**config.mk**
```make
export PLATFORM = sky130hd
export DESIGN_NAME = sensored_bldc_speed_controller
export DESIGN_NICKNAME = d
export VERILOG_FILES = /design/src/design/bldc_pkg.sv /design/src/design/bldc_cfg.sv /design/src/design/bldc_core.sv /design/src/design/sensored_bldc_speed_controller.sv
export SDC_FILE = /design/constraint.sdc
export NUM_CORES = 1
export LEC_CHECK = 0
export BUFFER_PORTS_ARGS = -buffer_cell sky130_fd_sc_hd__buf_2
export CELL_PAD_IN_SITES_DETAIL_PLACEMENT = 1
export CELL_PAD_IN_SITES_GLOBAL_PLACEMENT = 2
export CORE_UTILIZATION = 40
export DETAILED_ROUTE_END_ITERATION = 16
export PLACE_DENSITY = 0.82
export SETUP_SLACK_MARGIN = 0.02
export SLEW_MARGIN = 0
export SYNTH_ARGS = -nofsm -noshare
export SYNTH_HDL_FRONTEND = slang
export SYNTH_SLANG_ARGS = --single-unit
```
**constraint.sdc**
```tcl
create_clock -name clk_i -period 7.67 [get_ports clk_i]
set_input_delay 0.3835 -clock clk_i [delete_from_list [all_inputs] [get_ports clk_i]]
set_output_delay 0.3835 -clock clk_i [all_outputs]
set_load 0.01 [all_outputs]
```
**src/design/bldc_pkg.sv**
```systemverilog
package bldc_pkg;

  typedef enum logic [1:0] {
    CMD_TICK    = 2'd0,
    CMD_CAPTURE = 2'd1,
    CMD_HALL    = 2'd2,
    CMD_IDLE    = 2'd3
  } cmd_e;

  typedef enum logic [2:0] {
    REG_PULSE_CENTRE   = 3'd0,
    REG_CURRENT_LIMIT  = 3'd1,
    REG_TRIP_COUNT     = 3'd2,
    REG_RECOVER_COUNT  = 3'd3,
    REG_TEMP_THRESHOLD = 3'd4,
    REG_FAN_COUNT      = 3'd5,
    REG_SIGNAL_TIMEOUT = 3'd6,
    REG_STALL_CHECK    = 3'd7
  } reg_idx_e;

  localparam int unsigned CfgIdxW  = 3;
  localparam int unsigned CfgDataW = 16;

  localparam logic [15:0] HallWrap = 16'd60000;
  localparam logic [7:0]  DutyOff  = 8'hFF;

  typedef struct packed {
    logic [15:0] pulse_centre;
    logic [9:0]  current_limit;
    logic [14:0] trip_count;
    logic [14:0] recover_count;
    logic [9:0]  temp_threshold;
    logic [14:0] fan_count;
    logic [15:0] signal_timeout;
    logic [4:0]  stall_check;
  } cfg_t;

  typedef struct packed {
    cmd_e        cmd;
    logic [15:0] pulse_width;
    logic [2:0]  hall_state;
    logic [7:0]  current_sample;
    logic [7:0]  temp_sample;
  } item_t;

  typedef struct packed {
    logic [7:0] duty;
    logic       reverse;
    logic [1:0] high_phase;
    logic [1:0] low_phase;
    logic       brake;
    logic       fan_on;
    logic       drive_enabled;
    logic       start_request;
  } result_t;

  // throttle curve: fine steps near zero, steep top end, saturates at off
  function automatic logic [7:0] curve_lookup(input logic [7:0] idx);
    logic [8:0] half;
    begin
      half = ({1'b0, idx} + 9'd7) >> 1;
      if (idx < 8'd5) begin
        curve_lookup = idx + 8'd1;
      end else if (idx < 8'd15) begin
        curve_lookup = half[7:0];
      end else if (idx < 8'd242) begin
        curve_lookup = idx - 8'd4;
      end else if (idx < 8'd250) begin
        curve_lookup = {idx[6:0], 1'b0} - 8'd245;
      end else begin
        curve_lookup = DutyOff;
      end
    end
  endfunction

  // six-step commutation: high phase in [3:2], low phase in [1:0], 0 invalid
  function automatic logic [3:0] step_code(input logic rev, input logic [2:0] hs);
    begin
      case (hs)
        3'd1:    step_code = rev ? 4'hD : 4'h7;
        3'd2:    step_code = rev ? 4'hB : 4'hE;
        3'd3:    step_code = rev ? 4'h9 : 4'h6;
        3'd4:    step_code = rev ? 4'h6 : 4'h9;
        3'd5:    step_code = rev ? 4'hE : 4'hB;
        3'd6:    step_code = rev ? 4'h7 : 4'hD;
        default: step_code = 4'h0;
      endcase
    end
  endfunction

endpackage

```
**src/design/bldc_cfg.sv**
```systemverilog
module bldc_cfg import bldc_pkg::*; (
  input  logic                clk_i,
  input  logic                rst_ni,
  input  logic                cfg_we_i,
  input  logic [CfgIdxW-1:0]  cfg_idx_i,
  input  logic [CfgDataW-1:0] cfg_data_i,
  output cfg_t                cfg_o
);

  cfg_t cfg_q, cfg_d;

  always_comb begin
    cfg_d = cfg_q;
    if (cfg_we_i) begin
      unique case (reg_idx_e'(cfg_idx_i))
        REG_PULSE_CENTRE:   cfg_d.pulse_centre   = cfg_data_i;
        REG_CURRENT_LIMIT:  cfg_d.current_limit  = cfg_data_i[9:0];
        REG_TRIP_COUNT:     cfg_d.trip_count     = cfg_data_i[14:0];
        REG_RECOVER_COUNT:  cfg_d.recover_count  = cfg_data_i[14:0];
        REG_TEMP_THRESHOLD: cfg_d.temp_threshold = cfg_data_i[9:0];
        REG_FAN_COUNT:      cfg_d.fan_count      = cfg_data_i[14:0];
        REG_SIGNAL_TIMEOUT: cfg_d.signal_timeout = cfg_data_i;
        REG_STALL_CHECK:    cfg_d.stall_check    = cfg_data_i[4:0];
        default: ;
      endcase
    end
  end

  always_ff @(posedge clk_i or negedge rst_ni) begin
    if (!rst_ni) begin
      cfg_q.pulse_centre   <= 16'd1500;
      cfg_q.current_limit  <= 10'd720;
      cfg_q.trip_count     <= 15'd650;
      cfg_q.recover_count  <= 15'd20000;
      cfg_q.temp_threshold <= 10'd362;
      cfg_q.fan_count      <= 15'd2000;
      cfg_q.signal_timeout <= 16'd12000;
      cfg_q.stall_check    <= 5'd4;
    end else begin
      cfg_q <= cfg_d;
    end
  end

  assign cfg_o = cfg_q;

endmodule

```
**src/design/bldc_core.sv**
```systemverilog
module bldc_core import bldc_pkg::*; (
  input  logic    clk_i,
  input  logic    rst_ni,
  input  logic    step_i,
  input  item_t   item_i,
  input  cfg_t    cfg_i,
  output result_t result_o
);

  logic [15:0]        hall_cnt_q, hall_cnt_d;
  logic [15:0]        last_hall_q, last_hall_d;
  logic               stalled_q, stalled_d;
  logic [3:0]         pulse_cnt_q, pulse_cnt_d;
  logic [15:0]        held_q, held_d;
  logic               new_pulse_q, new_pulse_d;
  logic               enabled_q, enabled_d;
  logic signed [15:0] cur_cnt_q, cur_cnt_d;
  logic signed [15:0] fan_cnt_q, fan_cnt_d;
  logic [15:0]        lost_q, lost_d;
  logic [7:0]         duty_q, duty_d;
  logic               dir_q, dir_d;
  logic [3:0]         phase_q, phase_d;
  logic               brake_q, brake_d;
  logic               fan_q, fan_d;
  logic               start;

  logic [3:0]         code;
  logic [3:0]         check_at;
  logic [16:0]        offset;
  logic [16:0]        offset_abs;
  logic [7:0]         mag;
  logic [7:0]         curve_val;
  logic [9:0]         curr_scaled;
  logic [9:0]         temp_scaled;
  logic signed [16:0] cur_ext;
  logic signed [16:0] fan_ext;
  logic signed [16:0] trip_lim;
  logic signed [16:0] recover_lim;
  logic signed [16:0] fan_up_lim;
  logic signed [16:0] fan_dn_lim;
  logic [15:0]        lost_base;
  logic               lost_fire;

  assign code = step_code(dir_q, item_i.hall_state);

  always_comb begin
    if (cfg_i.stall_check == 5'd0) begin
      check_at = 4'd0;
    end else if (cfg_i.stall_check > 5'd16) begin
      check_at = 4'd15;
    end else begin
      check_at = 4'(cfg_i.stall_check - 5'd1);
    end
  end

  assign offset     = {1'b0, held_q} - {1'b0, cfg_i.pulse_centre};
  assign offset_abs = offset[16] ? (17'd0 - offset) : offset;
  assign mag        = (|offset_abs[16:9]) ? 8'hFF : offset_abs[8:1];
  assign curve_val  = curve_lookup(~mag);

  assign curr_scaled = {item_i.current_sample, 2'b00};
  assign temp_scaled = {item_i.temp_sample, 2'b00};
  assign cur_ext     = 17'(cur_cnt_q);
  assign fan_ext     = 17'(fan_cnt_q);
  assign trip_lim    = $signed({2'b00, cfg_i.trip_count});
  assign recover_lim = $signed(17'd0 - {2'b00, cfg_i.recover_count});
  assign fan_up_lim  = $signed({2'b00, cfg_i.fan_count});
  assign fan_dn_lim  = $signed(17'd0 - {2'b00, cfg_i.fan_count});

  always_comb begin
    hall_cnt_d  = hall_cnt_q;
    last_hall_d = last_hall_q;
    stalled_d   = stalled_q;
    pulse_cnt_d = pulse_cnt_q;
    held_d      = held_q;
    new_pulse_d = new_pulse_q;
    enabled_d   = enabled_q;
    cur_cnt_d   = cur_cnt_q;
    fan_cnt_d   = fan_cnt_q;
    lost_d      = lost_q;
    duty_d      = duty_q;
    dir_d       = dir_q;
    phase_d     = phase_q;
    brake_d     = brake_q;
    fan_d       = fan_q;
    start       = 1'b0;
    lost_base   = lost_q;
    lost_fire   = 1'b0;

    case (item_i.cmd)
      CMD_HALL: begin
        hall_cnt_d = hall_cnt_q + 16'd1;
        if (code != 4'h0) begin
          phase_d = code;
          brake_d = 1'b0;
        end
      end
      CMD_CAPTURE: begin
        held_d = item_i.pulse_width;
        if (pulse_cnt_q >= check_at) begin
          if (last_hall_q == hall_cnt_q) begin
            stalled_d = 1'b1;
          end else begin
            last_hall_d = hall_cnt_q;
            stalled_d   = 1'b0;
          end
          pulse_cnt_d = 4'd0;
        end else begin
          pulse_cnt_d = pulse_cnt_q + 4'd1;
        end
        if (hall_cnt_q > HallWrap) begin
          hall_cnt_d = 16'd0;
        end
        new_pulse_d = 1'b1;
      end
      CMD_TICK: begin
        if (new_pulse_q && enabled_q) begin
          new_pulse_d = 1'b0;
          dir_d       = offset[16];
          if (stalled_q && curve_val != DutyOff) begin
            start       = 1'b1;
            stalled_d   = 1'b0;
            pulse_cnt_d = 4'd0;
          end
          duty_d = curve_val;
          if (curve_val == DutyOff) begin
            brake_d = 1'b1;
            phase_d = 4'h0;
          end
          lost_base = 16'd0;
        end

        // over-current trip and recovery
        if (curr_scaled > cfg_i.current_limit) begin
          if (cur_ext > trip_lim) begin
            enabled_d = 1'b0;
            duty_d    = DutyOff;
            cur_cnt_d = 16'sd0;
          end else if (cur_cnt_q != 16'sh7FFF) begin
            cur_cnt_d = cur_cnt_q + 16'sd1;
          end
        end else begin
          if (cur_ext < recover_lim) begin
            enabled_d = 1'b1;
            cur_cnt_d = 16'sd0;
          end else if (cur_cnt_q != 16'sh8000) begin
            cur_cnt_d = cur_cnt_q - 16'sd1;
          end
        end

        // fan hysteresis
        if (temp_scaled < cfg_i.temp_threshold) begin
          if (fan_ext > fan_up_lim) begin
            fan_cnt_d = 16'sd0;
            fan_d     = 1'b1;
          end else if (fan_cnt_q != 16'sh7FFF) begin
            fan_cnt_d = fan_cnt_q + 16'sd1;
          end
        end else begin
          if (fan_ext < fan_dn_lim) begin
            fan_cnt_d = 16'sd0;
            fan_d     = 1'b0;
          end else if (fan_cnt_q != 16'sh8000) begin
            fan_cnt_d = fan_cnt_q - 16'sd1;
          end
        end

        // lost signal timeout
        lost_fire = lost_base > cfg_i.signal_timeout;
        if (lost_fire) begin
          duty_d = DutyOff;
          lost_d = 16'd0;
        end else if (lost_base != 16'hFFFF) begin
          lost_d = lost_base + 16'd1;
        end else begin
          lost_d = lost_base;
        end
      end
      default: ;
    endcase
  end

  always_ff @(posedge clk_i or negedge rst_ni) begin
    if (!rst_ni) begin
      hall_cnt_q  <= 16'd0;
      last_hall_q <= 16'd0;
      stalled_q   <= 1'b1;
      pulse_cnt_q <= 4'd0;
      held_q      <= 16'd0;
      new_pulse_q <= 1'b0;
      enabled_q   <= 1'b0;
      cur_cnt_q   <= 16'sd0;
      fan_cnt_q   <= 16'sd0;
      lost_q      <= 16'd0;
      duty_q      <= 8'd0;
      dir_q       <= 1'b0;
      phase_q     <= 4'h0;
      brake_q     <= 1'b0;
      fan_q       <= 1'b0;
    end else if (step_i) begin
      hall_cnt_q  <= hall_cnt_d;
      last_hall_q <= last_hall_d;
      stalled_q   <= stalled_d;
      pulse_cnt_q <= pulse_cnt_d;
      held_q      <= held_d;
      new_pulse_q <= new_pulse_d;
      enabled_q   <= enabled_d;
      cur_cnt_q   <= cur_cnt_d;
      fan_cnt_q   <= fan_cnt_d;
      lost_q      <= lost_d;
      duty_q      <= duty_d;
      dir_q       <= dir_d;
      phase_q     <= phase_d;
      brake_q     <= brake_d;
      fan_q       <= fan_d;
    end
  end

  always_comb begin
    result_o.duty          = duty_d;
    result_o.reverse       = dir_d;
    result_o.high_phase    = phase_d[3:2];
    result_o.low_phase     = phase_d[1:0];
    result_o.brake         = brake_d;
    result_o.fan_on        = fan_d;
    result_o.drive_enabled = enabled_d;
    result_o.start_request = start;
  end

endmodule

```
**src/design/sensored_bldc_speed_controller.sv**
```systemverilog
// Path: a beat waits in the input register until the output register has room,
// then its result is loaded there. Throughput: one beat per cycle while the
// consumer takes results; the input register refills while a result waits in
// the output register, so a stalled consumer only holds two beats.
// Reset (rst_ni, async, active low) clears all state, loads the default
// configuration and empties both registers; no clearing pass is needed.
module sensored_bldc_speed_controller import bldc_pkg::*; (
  input  logic                clk_i,
  input  logic                rst_ni,
  input  logic                in_valid_i,
  output logic                in_ready_o,
  input  logic [1:0]          cmd_i,
  input  logic [15:0]         pulse_width_i,
  input  logic [2:0]          hall_state_i,
  input  logic [7:0]          current_sample_i,
  input  logic [7:0]          temp_sample_i,
  output logic                out_valid_o,
  input  logic                out_ready_i,
  output logic [7:0]          duty_o,
  output logic                reverse_o,
  output logic [1:0]          high_phase_o,
  output logic [1:0]          low_phase_o,
  output logic                brake_o,
  output logic                fan_on_o,
  output logic                drive_enabled_o,
  output logic                start_request_o,
  input  logic                cfg_we_i,
  input  logic [CfgIdxW-1:0]  cfg_idx_i,
  input  logic [CfgDataW-1:0] cfg_data_i
);

  cfg_t    cfg;
  item_t   item_q;
  logic    item_valid_q, item_valid_d;
  result_t result;
  result_t res_q;
  logic    res_valid_q, res_valid_d;
  logic    advance;
  logic    in_fire;

  bldc_cfg u_cfg (
    .clk_i      (clk_i),
    .rst_ni     (rst_ni),
    .cfg_we_i   (cfg_we_i),
    .cfg_idx_i  (cfg_idx_i),
    .cfg_data_i (cfg_data_i),
    .cfg_o      (cfg)
  );

  assign advance    = item_valid_q && (!res_valid_q || out_ready_i);
  assign in_ready_o = !item_valid_q || advance;
  assign in_fire    = in_valid_i && in_ready_o;

  bldc_core u_core (
    .clk_i    (clk_i),
    .rst_ni   (rst_ni),
    .step_i   (advance),
    .item_i   (item_q),
    .cfg_i    (cfg),
    .result_o (result)
  );

  always_comb begin
    item_valid_d = item_valid_q;
    if (in_fire) begin
      item_valid_d = 1'b1;
    end else if (advance) begin
      item_valid_d = 1'b0;
    end
    res_valid_d = res_valid_q;
    if (advance) begin
      res_valid_d = 1'b1;
    end else if (out_ready_i) begin
      res_valid_d = 1'b0;
    end
  end

  always_ff @(posedge clk_i or negedge rst_ni) begin
    if (!rst_ni) begin
      item_valid_q <= 1'b0;
      res_valid_q  <= 1'b0;
    end else begin
      item_valid_q <= item_valid_d;
      res_valid_q  <= res_valid_d;
    end
  end

  always_ff @(posedge clk_i) begin
    if (in_fire) begin
      item_q.cmd            <= cmd_e'(cmd_i);
      item_q.pulse_width    <= pulse_width_i;
      item_q.hall_state     <= hall_state_i;
      item_q.current_sample <= current_sample_i;
      item_q.temp_sample    <= temp_sample_i;
    end
    if (advance) begin
      res_q <= result;
    end
  end

  assign out_valid_o     = res_valid_q;
  assign duty_o          = res_q.duty;
  assign reverse_o       = res_q.reverse;
  assign high_phase_o    = res_q.high_phase;
  assign low_phase_o     = res_q.low_phase;
  assign brake_o         = res_q.brake;
  assign fan_on_o        = res_q.fan_on;
  assign drive_enabled_o = res_q.drive_enabled;
  assign start_request_o = res_q.start_request;

endmodule

```
==> results.py <==
metrics = {
    "outcome": {
        "status": "finished clean",
    },
    "detailed_routing": {
        "vias": 14907,
        "viasPerCell": 5.71,
        "drt-initial-drc-count": 691,
        "drtPass1Iterations": 5,
        "wl_per_cell_um": 19.8,
        "wl_mm": 51.6,
        "drc": 0,
        "drtAntennaViolNets": 0,
    },
    "placed_design": {
        "dp_hpwl_mm": 36.5,
        "gp_congestion": 0.888,
        "port_buffers": 79,
        "place_ws_ps": 515,
    },
    "finish": {
        "multi_input_area_sq_mm": 0.00980,
        "nFillCells": 4994,
        "antenna_cells": 0,
        "seqCellArea_sq_mm": 0.00723,
        "drive_above_1_share_pct": 14.2,
        "area_growth_pct": 13.1,
        "fin_nets": 2194,
    },
    "timing": {
        "worst_slack_ps": 623,
        "fmax_mhz": 142,
        "finalHoldViolCount": 0,
        "finalCritPeriodShare_pct": 91.9,
        "setup-violations-final": 0,
        "worst_slew_pin_slew_ps": 1240,
        "setup_tns_ps": 0,
        "grt_setup_unrepaired": "false",
        "clock_skew_ps": 13.6,
        "period_needed_ps": 7050,
        "finalMaxSlewViolations": 0,
        "slew_headroom_pct": 17.0,
    },
    "floorplanning": {
        "rows": 76,
        "initial_utilization_pct": 40.9,
        "ios": 80,
        "die_h_um": 213,
        "core_area_sq_mm": 0.0435,
        "dieArea_sq_mm": 0.0453,
        "die_w_um": 213,
    },
    "global_routing": {
        "grt_pass1_vias": 16073,
        "grt-ovfl-total": 0,
        "grt_use_total_pct": 23.5,
        "grt_pass1_wl_mm": 84.3,
        "grt_max_degree": 105,
        "antenna_found_initial": 4,
    },
    "clocking": {
        "cts_max_level": 2,
        "cts_setup_buffers": 0,
        "clkSlewWorstSetupHoldPaths_ps": 60,
        "numCtsBuffers": 35,
        "cts_root_buf": "clkbuf_16",
        "cts.path.max_buffers": 3,
        "cts_tree": "done",
        "clk_latency_ps": 560,
        "clock_sinks": 276,
    },
    "logic_synthesis": {
        "syn_nets": 2117,
        "syn_inst": 1922,
        "synthDominantCellAreaShare_pct": 25.6,
        "yosys_most_used_dff": "dfrtp_1",
        "async_flop_share_pct": 80.4,
        "synthesis.area_sq_mm": 0.0178,
        "synth_area_per_cell_sq_um": 9.24,
        "ys_types": 88,
        "synth_edf_count": 54,
        "yosys-top-cells-area": "dfrtp_1, ha_1, edfxtp_1",
        "ys_seq_area_share_pct": 40.7,
        "synth_top_area_cell": "dfrtp_1",
        "ys_seq_elements": 276,
        "yosys_warnings": 0,
    },
    "critical_path": {
        "cp.arrival_ps": 7330,
        "crit_path_max_fanout": 11,
        "critPathRequiredTime_ps": 7950,
        "critPathLaunchType": "flop",
        "critPathCaptureType": "flop",
        "path_class": "flop to flop",
    },
    "power": {
        "ir_drop_v": 0.000182,
        "power_density_mw_per_mm2": 320,
        "p_total_mw": 6.43,
        "p_leak_nw": 8.84,
    },
    "flow_run": {
        "cap_violations": 0,
    },
    "worst_hold_path": {
        "hold_class": "input port to flop",
    },
}
kinds of logic (layout without fill, tap and decap cells):
kind of cell	Yosys count	after routing	synth area share [%]
AND/OR/NAND/NOR	664	664	18.6
AO/OA/AOI/OAI	492	492	18.1
flip-flops	276	276	40.7
buffers and inverters	199	302	4.30
adder cells (fa/ha/maj)	135	135	9.54
multiplexers	79	79	4.98
XOR/XNOR	77	77	3.80
metal layers:
metal  vias to the layer above  GRT usage [%]  wire length, um  part of all wire [%]
met5                         -              0               10                 0.019
met2                       209           39.7            24500                    47
met4                         2           7.69             1290                   2.5
met3                        75           3.10             1730                   3.3
li1                       7129              -                -                     -
met1                      7492           30.9            24100                    47
report_power, final:
| part | switching, mW | total [mW] | internal, mW | leakage [nW] |
|---|---|---|---|---|
| logic | 1.63 | 2.68 | 1.05 | 5.04 |
| registers | 0.304 | 2.12 | 1.82 | 3.25 |
| clock network | 0.674 | 1.63 | 0.959 | 0.543 |
| total | 2.61 | 6.43 | 3.83 | 8.84 |
sequential cells by signal, indices dropped and copies added (netlist names), 4 cells and up:
register,flops
u_core.pulse_cnt_q,4
u_core.duty_q,8
u_core.held_q,16
u_core.cur_cnt_q,16
u_cfg.cfg_o,102
u_core.fan_cnt_q,16
duty_o,8
u_core.hall_cnt_q,16
u_core.last_hall_q,16
item_q,37
u_core.phase_q,4
u_core.lost_q,16
synth_stat cells, drive strengths merged, types with 10 or more instances:
cell type / instances
nor3: 47
o211ai: 13
clkbuf: 69
o22ai: 18
a21o: 30
o21ai: 144
inv: 119
nand3: 54
xnor2: 42
dfstp: 40
a31oi: 18
edfxtp: 54
nand2: 211
and2: 28
a211oi: 15
o31ai: 30
buf: 10
and3: 23
or3: 18
nand4: 38
dfrtp: 182
o21a: 32
mux2: 75
a22oi: 16
nor4: 18
or2: 11
a21oi: 84
nor2b: 21
ha: 133
xor2: 35
nor2: 120
nand2b: 29
layout make-up:
class / instances / area share, %
well taps: 585 / 3.64
inverters: 120 / 2.24
repair buffers: 119 / 3.82
multi-input cells: 1447 / 48.8
clock buffers: 52 / 4.88
flip-flops and latches: 276 / 36.0
clock inverters: 11 / 0.648
cells in the final DEF (no fill, tap or decap), drive strengths merged, types with 30 or more instances in the layout:
cell type,netlist,final
o21ai,144,144
xnor2,42,42
edfxtp,54,54
xor2,35,35
ha,133,133
inv,119,121
nand2,211,211
nor2,120,120
mux2,75,75
nor3,47,47
nand3,54,54
clkbuf,69,52
buf,10,94
nand4,38,38
dfrtp,182,182
o21a,32,32
a21oi,84,84
o31ai,30,30
a21o,30,30
dfstp,40,40
final timing paths:
path                                        startpoint                              end  slack, ps  cells after the start
min in group asynchronous                       rst_ni  u_core.fan_cnt_q[2]$_DFFE_PN0P_        470                      2
min reg2reg                       item_q[23]$_DFFE_PP_     u_core.held_q[4]$_DFFE_PN0P_        440                      2
max in group asynchronous                       rst_ni     u_core.duty_q[4]$_DFFE_PN0P_       5820                      3
min                                  pulse_width_i[12]             item_q[31]$_DFFE_PP_         10                      1
max                        u_cfg.cfg_o[86]$_DFFE_PN0P_        high_phase_o[1]$_DFFE_PP_        620                     25
max reg2reg                u_cfg.cfg_o[86]$_DFFE_PN0P_        high_phase_o[1]$_DFFE_PP_        620                     25
per-stage QoR:
step	util [%]	hold slack, ps	cell area [sq um]	cells
floorplan	-	87.9	17800	1922
global placement	43.1	424	18700	2522
detailed placement	43.1	432	18700	2522
CTS	46.2	0.104	20100	2610
global route	46.2	6.04	20100	2610
finish	46.2	13.5	20100	2610
critical path, stage by stage, from the launching register on:
cell       delay (ps)
dfrtp_1           380
ha_1              240
fa_1              440
and2b_1           270
o2111ai_1         220
and3b_1           300
o2111ai_1         390
nor3_1            190
and3_1            220
or4b_1            490
a22oi_1           170
buf_4             200
nand2_1           200
nor2_1            260
inv_1             140
ha_1              320
inv_1             110
o21ai_1            70
a211o_1           320
or2_1             310
a2111oi_0         490
o32ai_1           200
nor3_1            190
and4b_4           330
and2b_4           220
o311ai_1          100
what timing repair did:
action,in CTS,in global routing
resized for setup,0,3
hold buffers,25,0
endpoints found under the hold margin,103,0
setup endpoints to repair,0,4
(Power assumes the default switching activity.)
